===== src/hw/rtl/rrs_pkg.sv =====
`default_nettype none

package rrs_pkg;

	// Default configuration of the ring.
	localparam int DEPTH_DEF       = 10;
	localparam int LENGTH_BITS_DEF = 16;
	localparam int HANDLE_BITS_DEF = 32;

	// Widths of the payload fields on the ports.
	localparam int HANDLE_FIELD_W = 32;
	localparam int LENGTH_FIELD_W = 16;
	localparam int OFFSET_FIELD_W = 20;

	// Item kinds.
	localparam logic KIND_ADD    = 1'b0;
	localparam logic KIND_LOOKUP = 1'b1;

	typedef enum logic [2:0] {
		ST_IDLE,
		ST_ADD_RD,
		ST_ADD_WR,
		ST_LK_RD,
		ST_LK_WALK
	} rrs_state_t;

	// Commands from the controller to the datapath.
	typedef struct packed {
		logic accept;    // latch the incoming item
		logic rd_wr_idx; // read the slot at the write index
		logic rd_cur;    // read the slot at the walk pointer
		logic walk;      // step past the current record and read the next one
		logic res_add;   // commit the add and post its result
		logic res_hit;   // post a found result
		logic res_miss;  // post a not-found result
	} rrs_cmd_t;

	// Status from the datapath to the controller.
	typedef struct packed {
		logic rem_zero; // no records left to walk
		logic rem_last; // the record being compared is the last stored one
		logic hit;      // the offset lies inside the record being compared
	} rrs_status_t;

endpackage

`default_nettype wire


===== src/hw/rtl/rrs_ctrl.sv =====
`default_nettype none

module rrs_ctrl
	import rrs_pkg::*;
(
	input  wire logic        clk,
	input  wire logic        arst_n,
	input  wire logic        start,
	input  wire logic        kind,
	input  wire rrs_status_t status,
	output rrs_cmd_t         cmd,
	output logic             busy
);

	rrs_state_t state_q;
	rrs_state_t state_d;

	always_ff @(posedge clk or negedge arst_n) begin
		if (!arst_n) begin
			state_q <= ST_IDLE;
		end else begin
			state_q <= state_d;
		end
	end

	always_comb begin
		state_d = state_q;
		case (state_q)
			ST_IDLE: begin
				if (start) begin
					state_d = (kind == KIND_LOOKUP) ? ST_LK_RD : ST_ADD_RD;
				end
			end
			ST_ADD_RD: begin
				state_d = ST_ADD_WR;
			end
			ST_ADD_WR: begin
				state_d = ST_IDLE;
			end
			ST_LK_RD: begin
				state_d = status.rem_zero ? ST_IDLE : ST_LK_WALK;
			end
			ST_LK_WALK: begin
				if (status.hit || status.rem_last) begin
					state_d = ST_IDLE;
				end
			end
			default: begin
				state_d = ST_IDLE;
			end
		endcase
	end

	always_comb begin
		cmd  = '0;
		busy = 1'b1;
		case (state_q)
			ST_IDLE: begin
				busy       = 1'b0;
				cmd.accept = start;
			end
			ST_ADD_RD: begin
				cmd.rd_wr_idx = 1'b1;
			end
			ST_ADD_WR: begin
				cmd.res_add = 1'b1;
			end
			ST_LK_RD: begin
				cmd.rd_cur   = 1'b1;
				cmd.res_miss = status.rem_zero;
			end
			ST_LK_WALK: begin
				if (status.hit) begin
					cmd.res_hit = 1'b1;
				end else if (status.rem_last) begin
					cmd.res_miss = 1'b1;
				end else begin
					cmd.walk = 1'b1;
				end
			end
			default: begin
				busy = 1'b1;
			end
		endcase
	end

endmodule

`default_nettype wire


===== src/hw/rtl/rrs_dp.sv =====
`default_nettype none

module rrs_dp
	import rrs_pkg::*;
#(
	parameter int DEPTH       = DEPTH_DEF,
	parameter int LENGTH_BITS = LENGTH_BITS_DEF,
	parameter int HANDLE_BITS = HANDLE_BITS_DEF
) (
	input  wire logic                      clk,
	input  wire logic                      arst_n,
	input  wire rrs_cmd_t                  cmd,
	output rrs_status_t                    status,
	input  wire logic [HANDLE_FIELD_W-1:0] record_handle,
	input  wire logic [LENGTH_FIELD_W-1:0] record_length,
	input  wire logic [OFFSET_FIELD_W-1:0] lookup_offset,
	output logic                           done,
	output logic                           freed_valid,
	output logic [HANDLE_FIELD_W-1:0]      freed_handle,
	output logic                           found,
	output logic [HANDLE_FIELD_W-1:0]      found_handle,
	output logic [LENGTH_FIELD_W-1:0]      found_length,
	output logic [LENGTH_FIELD_W-1:0]      byte_in_record
);

	localparam int IDX_W = $clog2(DEPTH);
	localparam int CNT_W = $clog2(DEPTH + 1);
	localparam int CMP_W = (LENGTH_BITS > OFFSET_FIELD_W) ? LENGTH_BITS : OFFSET_FIELD_W;
	localparam logic [IDX_W-1:0] LAST_SLOT = IDX_W'(DEPTH - 1);

	// Record storage; valid bits make never-written slots read as zero.
	logic [HANDLE_BITS-1:0] handle_mem [DEPTH];
	logic [LENGTH_BITS-1:0] length_mem [DEPTH];
	logic [DEPTH-1:0]       valid_q;

	logic [IDX_W-1:0]          wr_idx_q;
	logic [IDX_W-1:0]          rd_idx_q;
	logic                      full_q;
	logic [IDX_W-1:0]          cur_q;
	logic [CNT_W-1:0]          rem_q;
	logic [OFFSET_FIELD_W-1:0] off_q;
	logic [HANDLE_BITS-1:0]    hdl_in_q;
	logic [LENGTH_BITS-1:0]    len_in_q;
	logic [HANDLE_BITS-1:0]    hdl_rd_q;
	logic [LENGTH_BITS-1:0]    len_rd_q;
	logic                      vld_rd_q;
	logic                      done_q;

	logic [IDX_W-1:0]       next_cur;
	logic [IDX_W-1:0]       next_wr;
	logic [IDX_W-1:0]       next_rd;
	logic [IDX_W-1:0]       rd_addr;
	logic                   rd_en;
	logic [CNT_W-1:0]       count;
	logic [CNT_W-1:0]       diff;
	logic [HANDLE_BITS-1:0] hdl_rd;
	logic [LENGTH_BITS-1:0] len_rd;
	logic                   hit;
	logic                   freed;

	assign next_cur = (cur_q == LAST_SLOT) ? '0 : cur_q + 1'b1;
	assign next_wr  = (wr_idx_q == LAST_SLOT) ? '0 : wr_idx_q + 1'b1;
	assign next_rd  = (rd_idx_q == LAST_SLOT) ? '0 : rd_idx_q + 1'b1;

	// Stored record count; the wrapped difference is corrected by DEPTH.
	assign diff  = CNT_W'(wr_idx_q) - CNT_W'(rd_idx_q);
	assign count = full_q ? CNT_W'(DEPTH)
		: ((wr_idx_q < rd_idx_q) ? diff + CNT_W'(DEPTH) : diff);

	assign rd_en   = cmd.rd_wr_idx | cmd.rd_cur | cmd.walk;
	assign rd_addr = cmd.rd_wr_idx ? wr_idx_q : (cmd.walk ? next_cur : cur_q);

	assign hdl_rd = vld_rd_q ? hdl_rd_q : '0;
	assign len_rd = vld_rd_q ? len_rd_q : '0;
	assign hit    = CMP_W'(off_q) < CMP_W'(len_rd);
	assign freed  = cmd.res_add & full_q;

	assign status.rem_zero = (rem_q == '0);
	assign status.rem_last = (rem_q == CNT_W'(1));
	assign status.hit      = hit;

	always_ff @(posedge clk) begin
		if (cmd.res_add) begin
			handle_mem[wr_idx_q] <= hdl_in_q;
			length_mem[wr_idx_q] <= len_in_q;
		end
		if (rd_en) begin
			hdl_rd_q <= handle_mem[rd_addr];
			len_rd_q <= length_mem[rd_addr];
		end
	end

	always_ff @(posedge clk or negedge arst_n) begin
		if (!arst_n) begin
			valid_q  <= '0;
			vld_rd_q <= 1'b0;
			wr_idx_q <= '0;
			rd_idx_q <= '0;
			full_q   <= 1'b0;
			done_q   <= 1'b0;
		end else begin
			done_q <= cmd.res_add | cmd.res_hit | cmd.res_miss;
			if (rd_en) begin
				vld_rd_q <= valid_q[rd_addr];
			end
			if (cmd.res_add) begin
				valid_q[wr_idx_q] <= 1'b1;
				wr_idx_q          <= next_wr;
				if (full_q) begin
					rd_idx_q <= next_rd;
				end
				full_q <= (next_wr == (full_q ? next_rd : rd_idx_q));
			end
		end
	end

	// Item and walk registers.
	always_ff @(posedge clk) begin
		if (cmd.accept) begin
			hdl_in_q <= HANDLE_BITS'(record_handle);
			len_in_q <= LENGTH_BITS'(record_length);
			off_q    <= lookup_offset;
			cur_q    <= rd_idx_q;
			rem_q    <= count;
		end else if (cmd.walk) begin
			off_q <= off_q - OFFSET_FIELD_W'(len_rd);
			cur_q <= next_cur;
			rem_q <= rem_q - 1'b1;
		end
	end

	// Result registers.
	always_ff @(posedge clk) begin
		if (cmd.res_add | cmd.res_hit | cmd.res_miss) begin
			freed_valid    <= freed;
			freed_handle   <= freed ? HANDLE_FIELD_W'(hdl_rd) : '0;
			found          <= cmd.res_hit;
			found_handle   <= cmd.res_hit ? HANDLE_FIELD_W'(hdl_rd) : '0;
			found_length   <= cmd.res_hit ? LENGTH_FIELD_W'(len_rd) : '0;
			byte_in_record <= cmd.res_hit ? LENGTH_FIELD_W'(off_q) : '0;
		end
	end

	assign done = done_q;

	a_full_idx: assert property (@(posedge clk) disable iff (!arst_n)
		full_q |-> (wr_idx_q == rd_idx_q))
		else $error("ring full but write and read indexes differ");

	a_idx_range: assert property (@(posedge clk) disable iff (!arst_n)
		(wr_idx_q <= LAST_SLOT) && (rd_idx_q <= LAST_SLOT))
		else $error("ring index out of range");

	a_one_result: assert property (@(posedge clk) disable iff (!arst_n)
		$onehot0({cmd.res_add, cmd.res_hit, cmd.res_miss}))
		else $error("more than one result posted for an item");

	a_strobe_pulse: assert property (@(posedge clk) disable iff (!arst_n)
		done_q |=> !done_q)
		else $error("result strobe held for more than one cycle");

	a_walk_left: assert property (@(posedge clk) disable iff (!arst_n)
		cmd.walk |-> (rem_q > CNT_W'(1)))
		else $error("walk stepped past the stored records");

endmodule

`default_nettype wire


===== src/hw/rtl/ring_record_store_offset_lookup_unit.sv =====
`default_nettype none

// Ring of DEPTH records (handle, length) that overwrites the oldest record
// when full and finds the record holding a character offset into the stored
// data, oldest first. An item is taken when start is high and busy is low;
// its result shows for one cycle with done high, and the receiver cannot
// stall it. An add reads the slot at the write index, then writes the record
// and posts its result. A lookup compares records until the match or the end
// of the stored data (at most DEPTH records); the record store has one read
// port and the walk compares one record per cycle. Busy falls in the cycle
// that done rises, so the next item may start then.
module ring_record_store_offset_lookup_unit
	import rrs_pkg::*;
#(
	parameter int DEPTH       = DEPTH_DEF,
	parameter int LENGTH_BITS = LENGTH_BITS_DEF,
	parameter int HANDLE_BITS = HANDLE_BITS_DEF
) (
	input  wire logic                      clk,
	input  wire logic                      arst_n,
	input  wire logic                      start,
	output logic                           busy,
	input  wire logic                      kind,
	input  wire logic [HANDLE_FIELD_W-1:0] record_handle,
	input  wire logic [LENGTH_FIELD_W-1:0] record_length,
	input  wire logic [OFFSET_FIELD_W-1:0] lookup_offset,
	output logic                           done,
	output logic                           freed_valid,
	output logic [HANDLE_FIELD_W-1:0]      freed_handle,
	output logic                           found,
	output logic [HANDLE_FIELD_W-1:0]      found_handle,
	output logic [LENGTH_FIELD_W-1:0]      found_length,
	output logic [LENGTH_FIELD_W-1:0]      byte_in_record
);

	rrs_cmd_t    cmd;
	rrs_status_t status;

	rrs_ctrl u_ctrl (
		.clk    (clk),
		.arst_n (arst_n),
		.start  (start),
		.kind   (kind),
		.status (status),
		.cmd    (cmd),
		.busy   (busy)
	);

	rrs_dp #(
		.DEPTH       (DEPTH),
		.LENGTH_BITS (LENGTH_BITS),
		.HANDLE_BITS (HANDLE_BITS)
	) u_dp (
		.clk            (clk),
		.arst_n         (arst_n),
		.cmd            (cmd),
		.status         (status),
		.record_handle  (record_handle),
		.record_length  (record_length),
		.lookup_offset  (lookup_offset),
		.done           (done),
		.freed_valid    (freed_valid),
		.freed_handle   (freed_handle),
		.found          (found),
		.found_handle   (found_handle),
		.found_length   (found_length),
		.byte_in_record (byte_in_record)
	);

endmodule

`default_nettype wire


===== config.mk =====
export PLATFORM = sky130hd
export DESIGN_NAME = ring_record_store_offset_lookup_unit
export DESIGN_NICKNAME = d
export VERILOG_FILES = /design/src/hw/rtl/rrs_pkg.sv /design/src/hw/rtl/rrs_ctrl.sv /design/src/hw/rtl/rrs_dp.sv /design/src/hw/rtl/ring_record_store_offset_lookup_unit.sv
export SDC_FILE = /design/constraint.sdc
export NUM_CORES = 1
export LEC_CHECK = 0
export CORE_ASPECT_RATIO = 0.75
export CORE_MARGIN = 2
export CORE_UTILIZATION = 43
export CTS_CLUSTER_SIZE = 24
export DETAILED_ROUTE_END_ITERATION = 6
export DONT_BUFFER_PORTS = 1
export PLACE_DENSITY = 0.62
export SLEW_MARGIN = 20
export SYNTH_ARGS = -nofsm -noshare
export SYNTH_HDL_FRONTEND = slang
export SYNTH_SLANG_ARGS = --single-unit

===== constraint.sdc =====
create_clock -name clk -period 15.8 [get_ports clk]
set_input_delay 1.58 -clock clk [delete_from_list [all_inputs] [get_ports clk]]
set_output_delay 1.58 -clock clk [all_outputs]
set_load 0.01 [all_outputs]

==> flow_metrics.py <==
metrics = {
    "clock_network": {
        "root_buffer": "clkbuf_16",
        "cts_resized": 0,
        "cts_tree": "built",
        "clkTransAtPathRegs_ps": 60,
        "postCtsHoldBufs": 0,
        "cts_buffers": 73,
        "clock_latency_ps": 610,
        "cts_max_level": 3,
        "cts_buffer_depth": 3,
        "cts_sinks": 726,
        "postCtsSetupBuffers": 0,
    },
    "hold_path": {
        "hp-class": "flip-flop to flip-flop",
        "worstHoldStart": "u_dp.valid_q[8]",
        "min_to": "u_dp.valid_q[8]",
        "hold_depth": 1,
    },
    "grt": {
        "antenna_found_initial": 7,
        "grt_pass1_vias": 14546,
        "grt_pass1_wl_mm": 92.2,
        "grt_use_total": 0.176,
        "overflow": 0,
        "grt_start_max_net_pins": 69,
    },
    "power": {
        "intPower_uw": 4680,
        "total_leakage_power_uw": 0.0115,
        "power.density_mw_per_mm2": 221,
        "seqPwrFrac": 0.408,
        "power.switching_uw": 2500,
        "clkPwrFrac": 0.234,
        "ir_drop_v": 0.000188,
        "comb_power_share": 0.358,
        "p_sw_frac": 0.349,
    },
    "timing": {
        "hold_violations": 0,
        "min_period_ps": 5910,
        "slew_headroom": 0.250,
        "setup_viol": 0,
        "fmax_ghz": 0.169,
        "rsz0062_at_grt": "no",
        "fin_tns_setup_ps": 0,
        "fin_crit_sh": 0.374,
        "tightest_slew_ps": 1130,
        "worst_clock_skew_ps": 30.1,
        "drv_slew": 0,
    },
    "critical_path": {
        "cp.buffers_inverters": 3,
        "max_stage_delay_ps": 980,
        "cp_data_required_time_ps": 16130,
        "path_cells": "buf_4, nand2_1, ha_1, and4_1, o211ai_1, a21oi_2, o21ai_2, a32oi_4, a21boi_0, o31ai_4, buf_4, buf_4, mux2i_1, mux2i_1, mux2i_1, o21ai_1",
        "r2r-end": "u_dp.hdl_rd_q[13]",
        "crit_cells": 16,
        "worstSetupPathType": "flip-flop to flip-flop",
        "cp_max_fo": 68,
        "crit_family": "buffers and inverters",
        "worst_r2r_path_depth": 16,
        "crit_path_top_delay_cell": "buf_4",
        "crit_arrival_ps": 6240,
        "startpoint_type": "flip-flop",
        "crit-reg2reg-launch": "u_dp.vld_rd_q",
        "r2r_slack_ps": 9890,
        "worstSetupEndpointType": "flip-flop",
    },
    "detailed_routing": {
        "route.vias.total": 14530,
        "drt_iter0_markers": 1252,
        "drt-total-wl_mm": 61.8,
        "drc": 0,
        "viasPerCell": 5.32,
        "routedWlPerCell_um": 22.6,
        "firstDrtPassIters": 5,
        "drtAntennaViolNets": 0,
    },
    "final_layout": {
        "area_growth_pct": 11.2,
        "utilization": 0.485,
        "finalNetCount": 1892,
        "layout-drive-gt1-share": 0.114,
    },
    "yosys": {
        "yosys.area.top_type": "edfxtp_1",
        "synth_top_area_share": 0.716,
        "synth_ff_type": "edfxtp_1",
        "synthCells": 1776,
        "ys_warn_count": 0,
        "synth_nets": 1874,
        "synth_seq_cells": 726,
        "synth.cell_area_sq_mm": 0.0293,
        "synth-edff-count": 698,
        "yosysUniqueCellTypes": 64,
        "synth_seq_area_share": 0.740,
        "synth-async-reset-ratio": 0.0331,
        "synth.avg_cell_area_sq_um": 16.5,
        "yosys-top-cells-area": "edfxtp_1 72%, mux2i_1 12%, dfrtp_1 2.1%, mux2_2 1.9%, nand2_1 1.8%",
    },
    "die": {
        "pin_count": 172,
        "die_x_um": 305,
        "dieHeight_um": 230,
        "coreArea_sq_mm": 0.0671,
        "initial_utilization": 0.436,
        "row_count": 82,
        "dieArea_sq_mm": 0.0702,
    },
    "placement": {
        "port-buffer-count": 0,
        "place_congestion": 0.795,
        "dp_hpwl_mm": 33.4,
    },
    "outcome": {
        "status": "finished, final reports clean",
    },
    "job": {
        "maxCapViolations": 0,
    },
}
-- cells by family after synthesis --
kind of cell,synth area share
xor+xnor,0.00868
compound gates,0.0327
mux,0.137
fa+ha+maj,0.0116
flops,0.740
simple gates,0.0521
buf+inv,0.0185
-- worst max-delay path by stage --
stage,end,from,slack [ps]
final,u_dp.hdl_rd_q[13],u_dp.vld_rd_q,9890
after global placement,u_dp.hdl_rd_q[1],u_dp.vld_rd_q,10030
after CTS,u_dp.hdl_rd_q[8],u_dp.vld_rd_q,9880
after floorplan,u_dp.vld_rd_q,u_ctrl.state_q[0],10700
after detailed placement,u_dp.hdl_rd_q[15],u_dp.vld_rd_q,9900
after global routing,u_dp.hdl_rd_q[14],u_dp.vld_rd_q,9470
-- final cells by class --
class	instances	area, sq um
flip-flops and latches	726	21600
inverters	20	77.6
clock inverters	33	290
clock buffers	94	2010
fillers	5629	34600
multi-input cells	948	7220
repair buffers	25	191
diodes	2	5.00
well taps	882	1100
-- metal layers --
metal | up-vias | wire (um) | global-route usage
li1 | 6746 | - | -
met1 | 7318 | 28600 | 0.246
met2 | 368 | 28600 | 0.279
met3 | 92 | 3380 | 0.0406
met4 | 6 | 1100 | 0.0450
met5 | - | 40 | 0
-- cells in the final DEF, fill, tap and decap left out, types with 3 or more instances in the layout --
cell	count
a21boi_0	4
clkinv_1	12
o31ai_1	5
nor2_1	114
ha_1	24
nor3_2	4
dfrtp_1	23
a21oi_1	32
edfxtp_1	698
nand3_1	3
clkbuf_16	78
nor3_1	15
mux2_2	49
nor2_4	6
dfxtp_1	4
clkinv_2	14
mux2i_1	342
a21o_1	6
bufinv_16	5
inv_1	19
o21a_1	3
xor2_1	11
or2_2	11
a22oi_1	3
o21ai_0	27
xnor2_1	18
clkbuf_1	16
nand2_1	137
nor4_1	4
o211ai_1	3
nand2b_1	9
o21ai_1	48
and2_1	18
nor2b_1	8
buf_4	24
-- worst reg2reg max path, stage by stage (launching register included) --
cell and delay [ps]:
dfrtp_2 500, buf_4 500, nand2_1 180, ha_1 410, and4_1 220, o211ai_1 110, a21oi_2 210, o21ai_2 140
a32oi_4 340, a21boi_0 230, o31ai_4 260, buf_4 760, buf_4 1060, mux2i_1 350, mux2i_1 110, mux2i_1 170
o21ai_1 70
-- registers in the layout, summed over array words and instances (netlist names), 20 cells and up --
register,cells
u_dp.length_mem,160
u_dp.off_q,20
u_dp.found_handle,32
u_dp.handle_mem,320
u_dp.hdl_rd_q,32
u_dp.freed_handle,32
u_dp.hdl_in_q,32
-- through the flow --
step / hold WS, ps / total power [uW] / area (sq um) / instances / worst slack, ps
after global placement: 443 / 5500 / 30200 / 2600 / 10030
after detailed placement: 453 / 5560 / 30200 / 2601 / 9900
final: 469 / 7190 / 32500 / 2730 / 9890
after global routing: 492 / 7600 / 32500 / 2730 / 9470
after floorplan: 430 / 4960 / 29300 / 1776 / 10700
after CTS: 468 / 7260 / 32500 / 2728 / 9880
-- synth_stat cells, drive strengths merged (2+ instances only) --
cell and instances:
o211ai 3, and2 18, and4 2, nand3 4
a221o 2, edfxtp 698, nand3b 2, a31oi 2
buf 47, mux2i 342, nand2 139, nor4 4
nor2 121, a22oi 3, o21a 3, inv 19
xnor2 18, or2 11, xor2 11, a21boi 4
clkbuf 35, nand4 2, mux2 49, or4 2
fa 2, a21o 7, o31ai 7, dfxtp 4
nor2b 8, a21oi 33, a211oi 2, a32o 2
nor3 19, dfrtp 24, ha 24, nand2b 9
o21ai 77
-- power by group through the flow --
stage	Clock [uW]	Sequential, uW	Combinational [uW]
floorplan	0	2860	2100
global placement	0	2960	2550
finish	1680	2930	2570
CTS	1730	2930	2600
global route	1800	2970	2830
detailed placement	0	2970	2590
Power figures use the tool's default switching activity.
